===== config.mk =====
export PLATFORM = sky130hd
export DESIGN_NAME = average_precision_at_k_unit
export DESIGN_NICKNAME = d
export VERILOG_FILES = /design/src/design/apk_pkg.sv /design/src/design/average_precision_at_k_unit.sv
export SDC_FILE = /design/constraint.sdc
export NUM_CORES = 1
export LEC_CHECK = 0
export BUFFER_PORTS_ARGS = -buffer_cell sky130_fd_sc_hd__buf_2
export CAP_MARGIN = 20
export CELL_PAD_IN_SITES_DETAIL_PLACEMENT = 1
export CELL_PAD_IN_SITES_GLOBAL_PLACEMENT = 1
export CORE_MARGIN = 5
export CORE_UTILIZATION = 40
export DETAILED_ROUTE_END_ITERATION = 6
export GPL_TIMING_DRIVEN = 1
export PLACE_DENSITY_LB_ADDON = 0.1
export SYNTH_ARGS = -nofsm -noshare
export SYNTH_HDL_FRONTEND = slang
export SYNTH_SLANG_ARGS = --single-unit
export TNS_END_PERCENT = 5

===== constraint.sdc =====
create_clock -name clk -period 5.75 [get_ports clk]
set_input_delay 0.575 -clock clk [delete_from_list [all_inputs] [get_ports clk]]
set_output_delay 0.575 -clock clk [all_outputs]
set_load 0.03 [all_outputs]

===== src/design/apk_pkg.sv =====
`timescale 1ns / 1ps
// Package for the average precision at k unit.
// Holds field widths, fixed-point constants, register indexes and sequencer types.
// No dependencies.
package apk_pkg;

  localparam int FRAC_BITS = 16;
  localparam int FRAC_W    = FRAC_BITS + 1;
  localparam int CNT_W     = 11;
  localparam int LABEL_W   = 16;
  localparam int SUM_W     = CNT_W + FRAC_BITS;
  localparam int STEP_W    = $clog2(FRAC_W);
  localparam int IDX_W     = 2;
  localparam int DATA_W    = 16;
  localparam int MAX_RANK  = 1024;

  localparam logic [FRAC_W-1:0] FRAC_ONE = FRAC_W'(1) << FRAC_BITS;
  localparam logic [CNT_W-1:0]  RANK_LIM = CNT_W'(MAX_RANK);
  localparam logic [STEP_W-1:0] LAST_BIT = STEP_W'(FRAC_BITS);

  localparam logic [IDX_W-1:0] REG_CUTOFF   = 2'd0;
  localparam logic [IDX_W-1:0] REG_RELEVANT = 2'd1;
  localparam logic [IDX_W-1:0] REG_QUERY    = 2'd2;

  typedef enum logic [3:0] {
    S_IDLE  = 4'b0001,
    S_START = 4'b0010,
    S_DIV   = 4'b0100,
    S_EMIT  = 4'b1000
  } state_t;

  typedef enum logic [1:0] {
    OP_PSUM = 2'd0,
    OP_PREC = 2'd1,
    OP_REC  = 2'd2,
    OP_AP   = 2'd3
  } op_t;

endpackage


===== src/design/average_precision_at_k_unit.sv =====
`timescale 1ns / 1ps
// Average precision at k: one class label per item, one result at the cutoff rank.
// One shared restoring divider (17 quotient bits, one per cycle) under a small sequencer.
// Depends on apk_pkg.
// Sequence: an item that neither matches nor reaches the cutoff is taken in S_IDLE; a match adds
// one division; the cutoff item adds up to three more divisions and an emit state.
// The serial divider sets the rate: in_stall holds off a new item until the sequencer is idle.
// Reset (rst_n low, synchronous) sets cutoff 10, relevant count 1, query class 0, and clears
// rank count, match count, precision sum and the output valid flag.
module average_precision_at_k_unit (
  input  logic                             clk,
  input  logic                             rst_n,
  input  logic                             in_valid,
  output logic                             in_stall,
  input  logic [apk_pkg::LABEL_W-1:0]      in_result_class,
  output logic                             out_valid,
  input  logic                             out_stall,
  output logic [apk_pkg::FRAC_W-1:0]       out_precision_at_cutoff,
  output logic [apk_pkg::FRAC_W-1:0]       out_recall_at_cutoff,
  output logic [apk_pkg::FRAC_W-1:0]       out_avg_precision,
  output logic [apk_pkg::CNT_W-1:0]        out_match_total,
  output logic                             out_saturated,
  input  logic                             cfg_valid,
  output logic                             cfg_ready,
  input  logic [apk_pkg::IDX_W-1:0]        cfg_index,
  input  logic [apk_pkg::DATA_W-1:0]       cfg_data
);

  localparam int FW = apk_pkg::FRAC_W;
  localparam int CW = apk_pkg::CNT_W;
  localparam int SW = apk_pkg::SUM_W;
  localparam int FB = apk_pkg::FRAC_BITS;

  apk_pkg::state_t state_r, state_nxt;
  apk_pkg::op_t    op_r, op_nxt;

  logic [CW-1:0]                 cutoff_r, relevant_r;
  logic [apk_pkg::LABEL_W-1:0]   query_r;
  logic [CW-1:0]                 rank_r, rank_nxt;
  logic [CW-1:0]                 match_r, match_nxt;
  logic [SW-1:0]                 psum_r, psum_nxt;
  logic                          done_r, done_nxt;
  logic                          sat_r, sat_nxt;
  logic [FW-1:0]                 prec_r, prec_nxt;
  logic [FW-1:0]                 rec_r, rec_nxt;
  logic [FW-1:0]                 ap_r, ap_nxt;

  logic [SW-1:0]                 div_rem_r, div_rem_nxt;
  logic [SW-1:0]                 div_dsr_r, div_dsr_nxt;
  logic [FW-1:0]                 div_q_r, div_q_nxt;
  logic [apk_pkg::STEP_W-1:0]    div_cnt_r, div_cnt_nxt;

  logic                          out_valid_r, out_valid_nxt;
  logic [FW-1:0]                 out_prec_r, out_rec_r, out_ap_r;
  logic [CW-1:0]                 out_match_r;
  logic                          out_sat_r;

  logic [CW-1:0]                 k_eff, rel_eff, denom;
  logic                          in_take, out_free;
  logic                          div_ge;
  logic [SW-1:0]                 div_rem_step;
  logic [FW-1:0]                 q_fin;
  logic [CW-1:0]                 rank_inc;
  logic                          is_match;

  always_comb begin
    k_eff = cutoff_r;
    if (cutoff_r == '0) begin
      k_eff = CW'(1);
    end else if (cutoff_r > apk_pkg::RANK_LIM) begin
      k_eff = apk_pkg::RANK_LIM;
    end
    rel_eff = (relevant_r == '0) ? CW'(1) : relevant_r;
    denom   = (rel_eff < k_eff) ? rel_eff : k_eff;
  end

  assign in_stall  = (state_r != apk_pkg::S_IDLE);
  assign in_take   = in_valid && !in_stall;
  assign out_free  = !out_valid_r || !out_stall;
  assign cfg_ready = 1'b1;
  assign rank_inc  = rank_r + CW'(1);
  assign is_match  = (in_result_class == query_r);

  assign div_ge       = (div_rem_r >= div_dsr_r);
  assign div_rem_step = div_ge ? (div_rem_r - div_dsr_r) : div_rem_r;
  assign q_fin        = {div_q_r[FW-2:0], div_ge};

  always_comb begin
    state_nxt     = state_r;
    op_nxt        = op_r;
    rank_nxt      = rank_r;
    match_nxt     = match_r;
    psum_nxt      = psum_r;
    done_nxt      = done_r;
    sat_nxt       = sat_r;
    prec_nxt      = prec_r;
    rec_nxt       = rec_r;
    ap_nxt        = ap_r;
    div_rem_nxt   = div_rem_r;
    div_dsr_nxt   = div_dsr_r;
    div_q_nxt     = div_q_r;
    div_cnt_nxt   = div_cnt_r;
    out_valid_nxt = out_valid_r && out_stall;

    unique case (state_r)
      apk_pkg::S_IDLE: begin
        if (in_take) begin
          rank_nxt  = rank_inc;
          match_nxt = is_match ? (match_r + CW'(1)) : match_r;
          done_nxt  = (rank_inc >= k_eff);
          sat_nxt   = 1'b0;
          op_nxt    = is_match ? apk_pkg::OP_PSUM : apk_pkg::OP_PREC;
          if (is_match || (rank_inc >= k_eff)) begin
            state_nxt = apk_pkg::S_START;
          end
        end
      end
      apk_pkg::S_START: begin
        div_q_nxt   = '0;
        div_cnt_nxt = apk_pkg::LAST_BIT;
        state_nxt   = apk_pkg::S_DIV;
        unique case (op_r) inside
          apk_pkg::OP_PSUM, apk_pkg::OP_PREC: begin
            div_rem_nxt = {match_r, FB'(0)};
            div_dsr_nxt = {rank_r, FB'(0)};
          end
          apk_pkg::OP_REC: begin
            div_rem_nxt = {match_r, FB'(0)};
            div_dsr_nxt = {rel_eff, FB'(0)};
            if (match_r > rel_eff) begin
              rec_nxt   = apk_pkg::FRAC_ONE;
              sat_nxt   = 1'b1;
              op_nxt    = apk_pkg::OP_AP;
              state_nxt = apk_pkg::S_START;
            end
          end
          apk_pkg::OP_AP: begin
            div_rem_nxt = psum_r;
            div_dsr_nxt = {denom, FB'(0)};
            if ({1'b0, psum_r} >= {denom, FW'(0)}) begin
              ap_nxt    = apk_pkg::FRAC_ONE;
              sat_nxt   = 1'b1;
              state_nxt = apk_pkg::S_EMIT;
            end
          end
          default: begin
            state_nxt = apk_pkg::S_IDLE;
          end
        endcase
      end
      apk_pkg::S_DIV: begin
        div_rem_nxt = div_rem_step;
        div_dsr_nxt = div_dsr_r >> 1;
        div_q_nxt   = q_fin;
        div_cnt_nxt = div_cnt_r - apk_pkg::STEP_W'(1);
        if (div_cnt_r == '0) begin
          unique case (op_r)
            apk_pkg::OP_PSUM: begin
              psum_nxt  = psum_r + SW'(q_fin);
              op_nxt    = apk_pkg::OP_PREC;
              state_nxt = done_r ? apk_pkg::S_START : apk_pkg::S_IDLE;
            end
            apk_pkg::OP_PREC: begin
              prec_nxt  = q_fin;
              op_nxt    = apk_pkg::OP_REC;
              state_nxt = apk_pkg::S_START;
            end
            apk_pkg::OP_REC: begin
              rec_nxt   = q_fin;
              op_nxt    = apk_pkg::OP_AP;
              state_nxt = apk_pkg::S_START;
            end
            apk_pkg::OP_AP: begin
              if (q_fin > apk_pkg::FRAC_ONE) begin
                ap_nxt  = apk_pkg::FRAC_ONE;
                sat_nxt = 1'b1;
              end else begin
                ap_nxt = q_fin;
              end
              state_nxt = apk_pkg::S_EMIT;
            end
            default: begin
              state_nxt = apk_pkg::S_IDLE;
            end
          endcase
        end
      end
      apk_pkg::S_EMIT: begin
        if (out_free) begin
          out_valid_nxt = 1'b1;
          rank_nxt      = '0;
          match_nxt     = '0;
          psum_nxt      = '0;
          state_nxt     = apk_pkg::S_IDLE;
        end
      end
      default: begin
        state_nxt = apk_pkg::S_IDLE;
      end
    endcase
  end

  always_ff @(posedge clk) begin
    if (!rst_n) begin
      state_r     <= apk_pkg::S_IDLE;
      op_r        <= apk_pkg::OP_PSUM;
      cutoff_r    <= CW'(10);
      relevant_r  <= CW'(1);
      query_r     <= '0;
      rank_r      <= '0;
      match_r     <= '0;
      psum_r      <= '0;
      done_r      <= 1'b0;
      sat_r       <= 1'b0;
      out_valid_r <= 1'b0;
    end else begin
      state_r     <= state_nxt;
      op_r        <= op_nxt;
      rank_r      <= rank_nxt;
      match_r     <= match_nxt;
      psum_r      <= psum_nxt;
      done_r      <= done_nxt;
      sat_r       <= sat_nxt;
      out_valid_r <= out_valid_nxt;
      if (cfg_valid && cfg_ready) begin
        case (cfg_index)
          apk_pkg::REG_CUTOFF:   cutoff_r   <= cfg_data[CW-1:0];
          apk_pkg::REG_RELEVANT: relevant_r <= cfg_data[CW-1:0];
          apk_pkg::REG_QUERY:    query_r    <= cfg_data[apk_pkg::LABEL_W-1:0];
          default: begin
          end
        endcase
      end
    end
  end

  always_ff @(posedge clk) begin
    prec_r    <= prec_nxt;
    rec_r     <= rec_nxt;
    ap_r      <= ap_nxt;
    div_rem_r <= div_rem_nxt;
    div_dsr_r <= div_dsr_nxt;
    div_q_r   <= div_q_nxt;
    div_cnt_r <= div_cnt_nxt;
    if (state_r == apk_pkg::S_EMIT && out_free) begin
      out_prec_r  <= prec_r;
      out_rec_r   <= rec_r;
      out_ap_r    <= ap_r;
      out_match_r <= match_r;
      out_sat_r   <= sat_r;
    end
  end

  assign out_valid               = out_valid_r;
  assign out_precision_at_cutoff = out_prec_r;
  assign out_recall_at_cutoff    = out_rec_r;
  assign out_avg_precision       = out_ap_r;
  assign out_match_total         = out_match_r;
  assign out_saturated           = out_sat_r;

`ifndef SYNTHESIS
  a_match_le_rank: assert property (@(posedge clk) disable iff (!rst_n)
    match_r <= rank_r)
    else $error("match count above rank count");

  a_rank_bound: assert property (@(posedge clk) disable iff (!rst_n)
    rank_r <= apk_pkg::RANK_LIM)
    else $error("rank count above maximum rank");

  a_div_range: assert property (@(posedge clk) disable iff (!rst_n)
    state_r == apk_pkg::S_DIV |-> {1'b0, div_rem_r} < {div_dsr_r, 1'b0})
    else $error("divider remainder out of range, quotient would overflow");

  a_clear_on_emit: assert property (@(posedge clk) disable iff (!rst_n)
    (state_r == apk_pkg::S_EMIT && out_free) |=> (rank_r == '0 && psum_r == '0))
    else $error("state not cleared after emit");

  a_frac_bound: assert property (@(posedge clk) disable iff (!rst_n)
    out_valid_r |-> (out_prec_r <= apk_pkg::FRAC_ONE && out_rec_r <= apk_pkg::FRAC_ONE &&
                     out_ap_r <= apk_pkg::FRAC_ONE))
    else $error("result fraction above 1.0");
`endif

endmodule


==> qor.yml <==
outcome:
  result_of_the_run: "finished, final reports clean"
finish:
  layout_commonest_cell: "edfxtp_1"
  antenna-diode-count: 0
  nets: 1596
  layout-drive-gt1-share_pct: 13.9
  area_growth_syn_to_layout_pct: 15.3
  fillers: 3935
  final_cell_area_um2: 16700
  most-common-layout-cells: "189 x edfxtp_1, 121 x nand2_1, 104 x nor2_1, 103 x buf_2, 96 x dfxtp_1"
placed_design:
  dpl.hpwl_um: 29200
  io_buffers: 103
  place.gp.congestion: 0.866
  placed_area_um2: 15500
timing:
  final-setup-viol-count: 0
  setup_repair_after_global_routing_missed_its_margin: "no"
  fin_tns_setup_ns: 0
  layout_worst_path_cycle_share_pct: 92.5
  max_clock_freq_ghz: 0.188
  final_hold_viol_count: 0
  max-slew-margin-rel_pct: 34.9
  final.min_clock_period_ns: 5.32
  worst_slew_pin_slew_ns: 0.962
  drv_slew: 0
  finClkSkew_ns: 0.0176
yosys:
  post_synth_main_area_contributors: "edfxtp_1 39%, dfxtp_1 13%, ha_1 8.1%"
  synth_simple_gate_area_share_pct: 15.3
  synth-xor-area-share_pct: 4.46
  synth-seq-cells: 285
  yosysTopAreaCellShare_pct: 39.1
  largest_family_of_logic_cells_by_synthesized_area: "simple AND/OR/NAND/NOR gates"
  ys_seq_area_share_pct: 52.3
  synthDistinctLibCells: 81
  synth-compound-area-share_pct: 14.4
  synthesis.area_per_instance_um2: 10.6
  syn-instance-count: 1366
  yosysTopAreaCell: "edfxtp_1"
  synth_async_sr_flop_share_pct: 0
  synth_edf_count: 189
  ys.warnings.count: 0
  synthMuxAreaShare_pct: 1.62
  synth_fa_ha_area_share_pct: 8.38
  dominantRegCellSynth: "edfxtp_1"
  synth.cell_area_um2: 14500
  mappedNetlistNets: 1501
route:
  via_count: 10600
  drt-vias-per-instance: 5.45
  post_drt_wl_per_cell_um: 20.5
  antenna_violating_nets_post_route: 0
  drc_errors: 0
  final_routed_wirelength_across_all_metal_layers_um: 39900
  drt_pass1_iterations: 5
  drt_first_iter_violations: 531
clock_tree:
  post-cts-setup-buffers: 0
  tritoncts: "done"
  clkSinkCount: 285
  htree_num_levels: 2
  root_buffer: "clkbuf_16"
  clk_transition_reported_paths_ns: 0.06
  clock_insertion_delay_worst_skew_ns: 0.53
  holdBufCountCts: 0
  clock_tree.buffer_depth: 3
  cts_buffers: 35
  post_cts_sizing_count: 0
pwr:
  power-per-cell-area_nw_per_um2: 309
  ir_worst_vdd_mv: 0.169
  report.power.total_mw: 5.17
  power.leakage_nw: 6.44
global_route:
  grt_first_pass_wirelength_um: 62900
  grt.busiest_layer: "met2"
  use_met2_pct: 34.6
  groute.usage.overall_pct: 19.4
  largest_net_degree_at_the_start_of_global_routing: 73
  grt_pass1_vias: 11100
  grtUsageMet1_pct: 24.9
  grt_use_met3_pct: 2.99
  grt_antenna_before_repair: 1
  globalRoute.totalOverflow: 0
setup_path:
  start_kind: "flop"
  worst-path-stages: 20
  worst-setup-path-type: "flop to flop"
  crit_path_max_fanout: 18
  path_delay_family: "compound AO/OA/AOI/OAI gates"
  critical_path_buf_inv_count: 2
  critPathArrivalTime_ns: 5.53
  worst-endpoint-required_ns: 5.97
  crit-reg2reg-capture: "ap_r[1]$_SDFFCE_PN0P_"
  critical_path.reg2reg.startpoint: "cutoff_r[10]$_SDFFE_PN0P_"
  critPathCaptureType: "flop"
  path_cells: "inv_1 -> nand2_1 -> ha_1 -> a21o_1 -> a21o_1 -> a2111oi_0 -> o21ai_1 -> o22a_1 -> nor2_1 -> a31oi_1 -> ha_1 -> nor4b_1 -> and3_1 -> nand3_1 -> a21boi_1 -> o21ai_0 -> a211oi_1 -> o221ai_1 -> a2111oi_4 -> buf_6"
  reg2reg_depth: 20
  setup.reg_to_reg.worst_slack_ns: 0.43
  timing.critical_path.slowest_stage_cell: "a2111oi_0"
  critical_path.max_stage_delay_ns: 0.47
  critPathLaunch: "cutoff_r[10]$_SDFFE_PN0P_"
min_path:
  min_delay_worst_endpoint: "query_r[15]$_SDFFE_PN0P_"
  hold_depth: 3
  hold_path_startpoint: "cfg_data[15]"
  hold_path.class: "input pin to flop"
floorplanning:
  die_w_um: 201
  io_pins: 105
  initial_utilization_pct: 40.6
  die_area_um2: 40200
  coreArea_um2: 35700
  die_y_um: 201
  floorplan.rows: 69
run:
  maxCapViolations: 0
-- synth_stat cells (all sizes together), types with 16 or more instances --
master,count
nor3,18
xor2,42
dfxtp,96
nand2,121
a21oi,61
o21ai,77
and3,16
xnor2,32
a22oi,26
inv,67
nand3,43
ha,94
a21o,32
a31oi,17
and2,41
nor4,17
edfxtp,189
a21boi,32
mux2i,19
nor2b,19
clkbuf,55
nor2,106
-- cell families after synthesis --
logic type / Yosys count
other cells: 1
fa+ha+maj: 96
flops: 285
xor+xnor: 74
buf+inv: 130
simple gates: 440
compound gates: 317
mux: 23
-- registers in the layout (all words and copies together) (netlist names), 2 cells and up --
signal                   cells
match_r                     11
div_cnt_r                    5
out_recall_at_cutoff        17
div_dsr_r                   27
state_r                      4
cutoff_r                    11
op_r                         2
out_precision_at_cutoff     17
rank_r                      11
relevant_r                  11
prec_r                      17
query_r                     16
rec_r                       17
out_avg_precision           17
div_rem_r                   27
out_match_total             11
div_q_r                     16
psum_r                      27
ap_r                        17
-- worst register-to-register path: stages (launching register included) --
cell and delay [ns]:
dfxtp_1 0.37, inv_1 0.34, nand2_1 0.19, ha_1 0.34, a21o_1 0.17, a21o_1 0.17
a2111oi_0 0.47, o21ai_1 0.14, o22a_1 0.31, nor2_1 0.14, a31oi_1 0.08, ha_1 0.35
nor4b_1 0.20, and3_1 0.18, nand3_1 0.07, a21boi_1 0.15, o21ai_0 0.09, a211oi_1 0.24
o221ai_1 0.30, a2111oi_4 0.43, buf_6 0.27
-- where the power goes --
| group | leakage (nW) | internal [mW] | switching (mW) | total, mW |
|---|---|---|---|---|
| combinational | 3.62 | 0.234 | 0.394 | 0.628 |
| clock | 0.576 | 1.39 | 0.880 | 2.27 |
| sequential | 2.25 | 2.22 | 0.0574 | 2.28 |
| total | 6.44 | 3.84 | 1.33 | 5.17 |
-- worst max path at each step --
| stage | endpoint |
|---|---|
| after floorplan | ap_r[0]$_SDFFCE_PN0P_ |
| after global placement | ap_r[1]$_SDFFCE_PN0P_ |
| after detailed placement | ap_r[1]$_SDFFCE_PN0P_ |
| after CTS | ap_r[7]$_SDFFCE_PN0P_ |
| after global routing | ap_r[7]$_SDFFCE_PN0P_ |
| final | ap_r[1]$_SDFFCE_PN0P_ |
-- metal layers --
layer  vias up  share of wire, %
met2       146                50
met1      5258                45
met5         -             0.020
li1       5143                 -
met3        54               3.2
met4         2               1.7
-- stage by stage --
stage	hold slack, ns	std cells	setup WS, ns	util [%]
3_3_place_gp	0.401	1883	0.559	43.4
5_1_grt	0.296	1947	0.0601	46.8
6_report	0.305	1947	0.432	46.8
4_1_cts	0.285	1947	0.330	46.8
3_5_place_dp	0.406	1885	0.432	43.5
2_1_floorplan	0.400	1366	0.137	-
-- layout make-up --
class                   count  area [µm²]  share of cell area (%)
multi-input cells         951        6440                    38.5
clock inverters            19         272                    1.62
well taps                 461         577                    3.45
repair buffers            121         678                    4.05
inverters                  67         251                    1.50
clock buffers              43         926                    5.53
flip-flops and latches    285        7600                    45.4
Note: power is estimated with default switching activity, not from simulation.
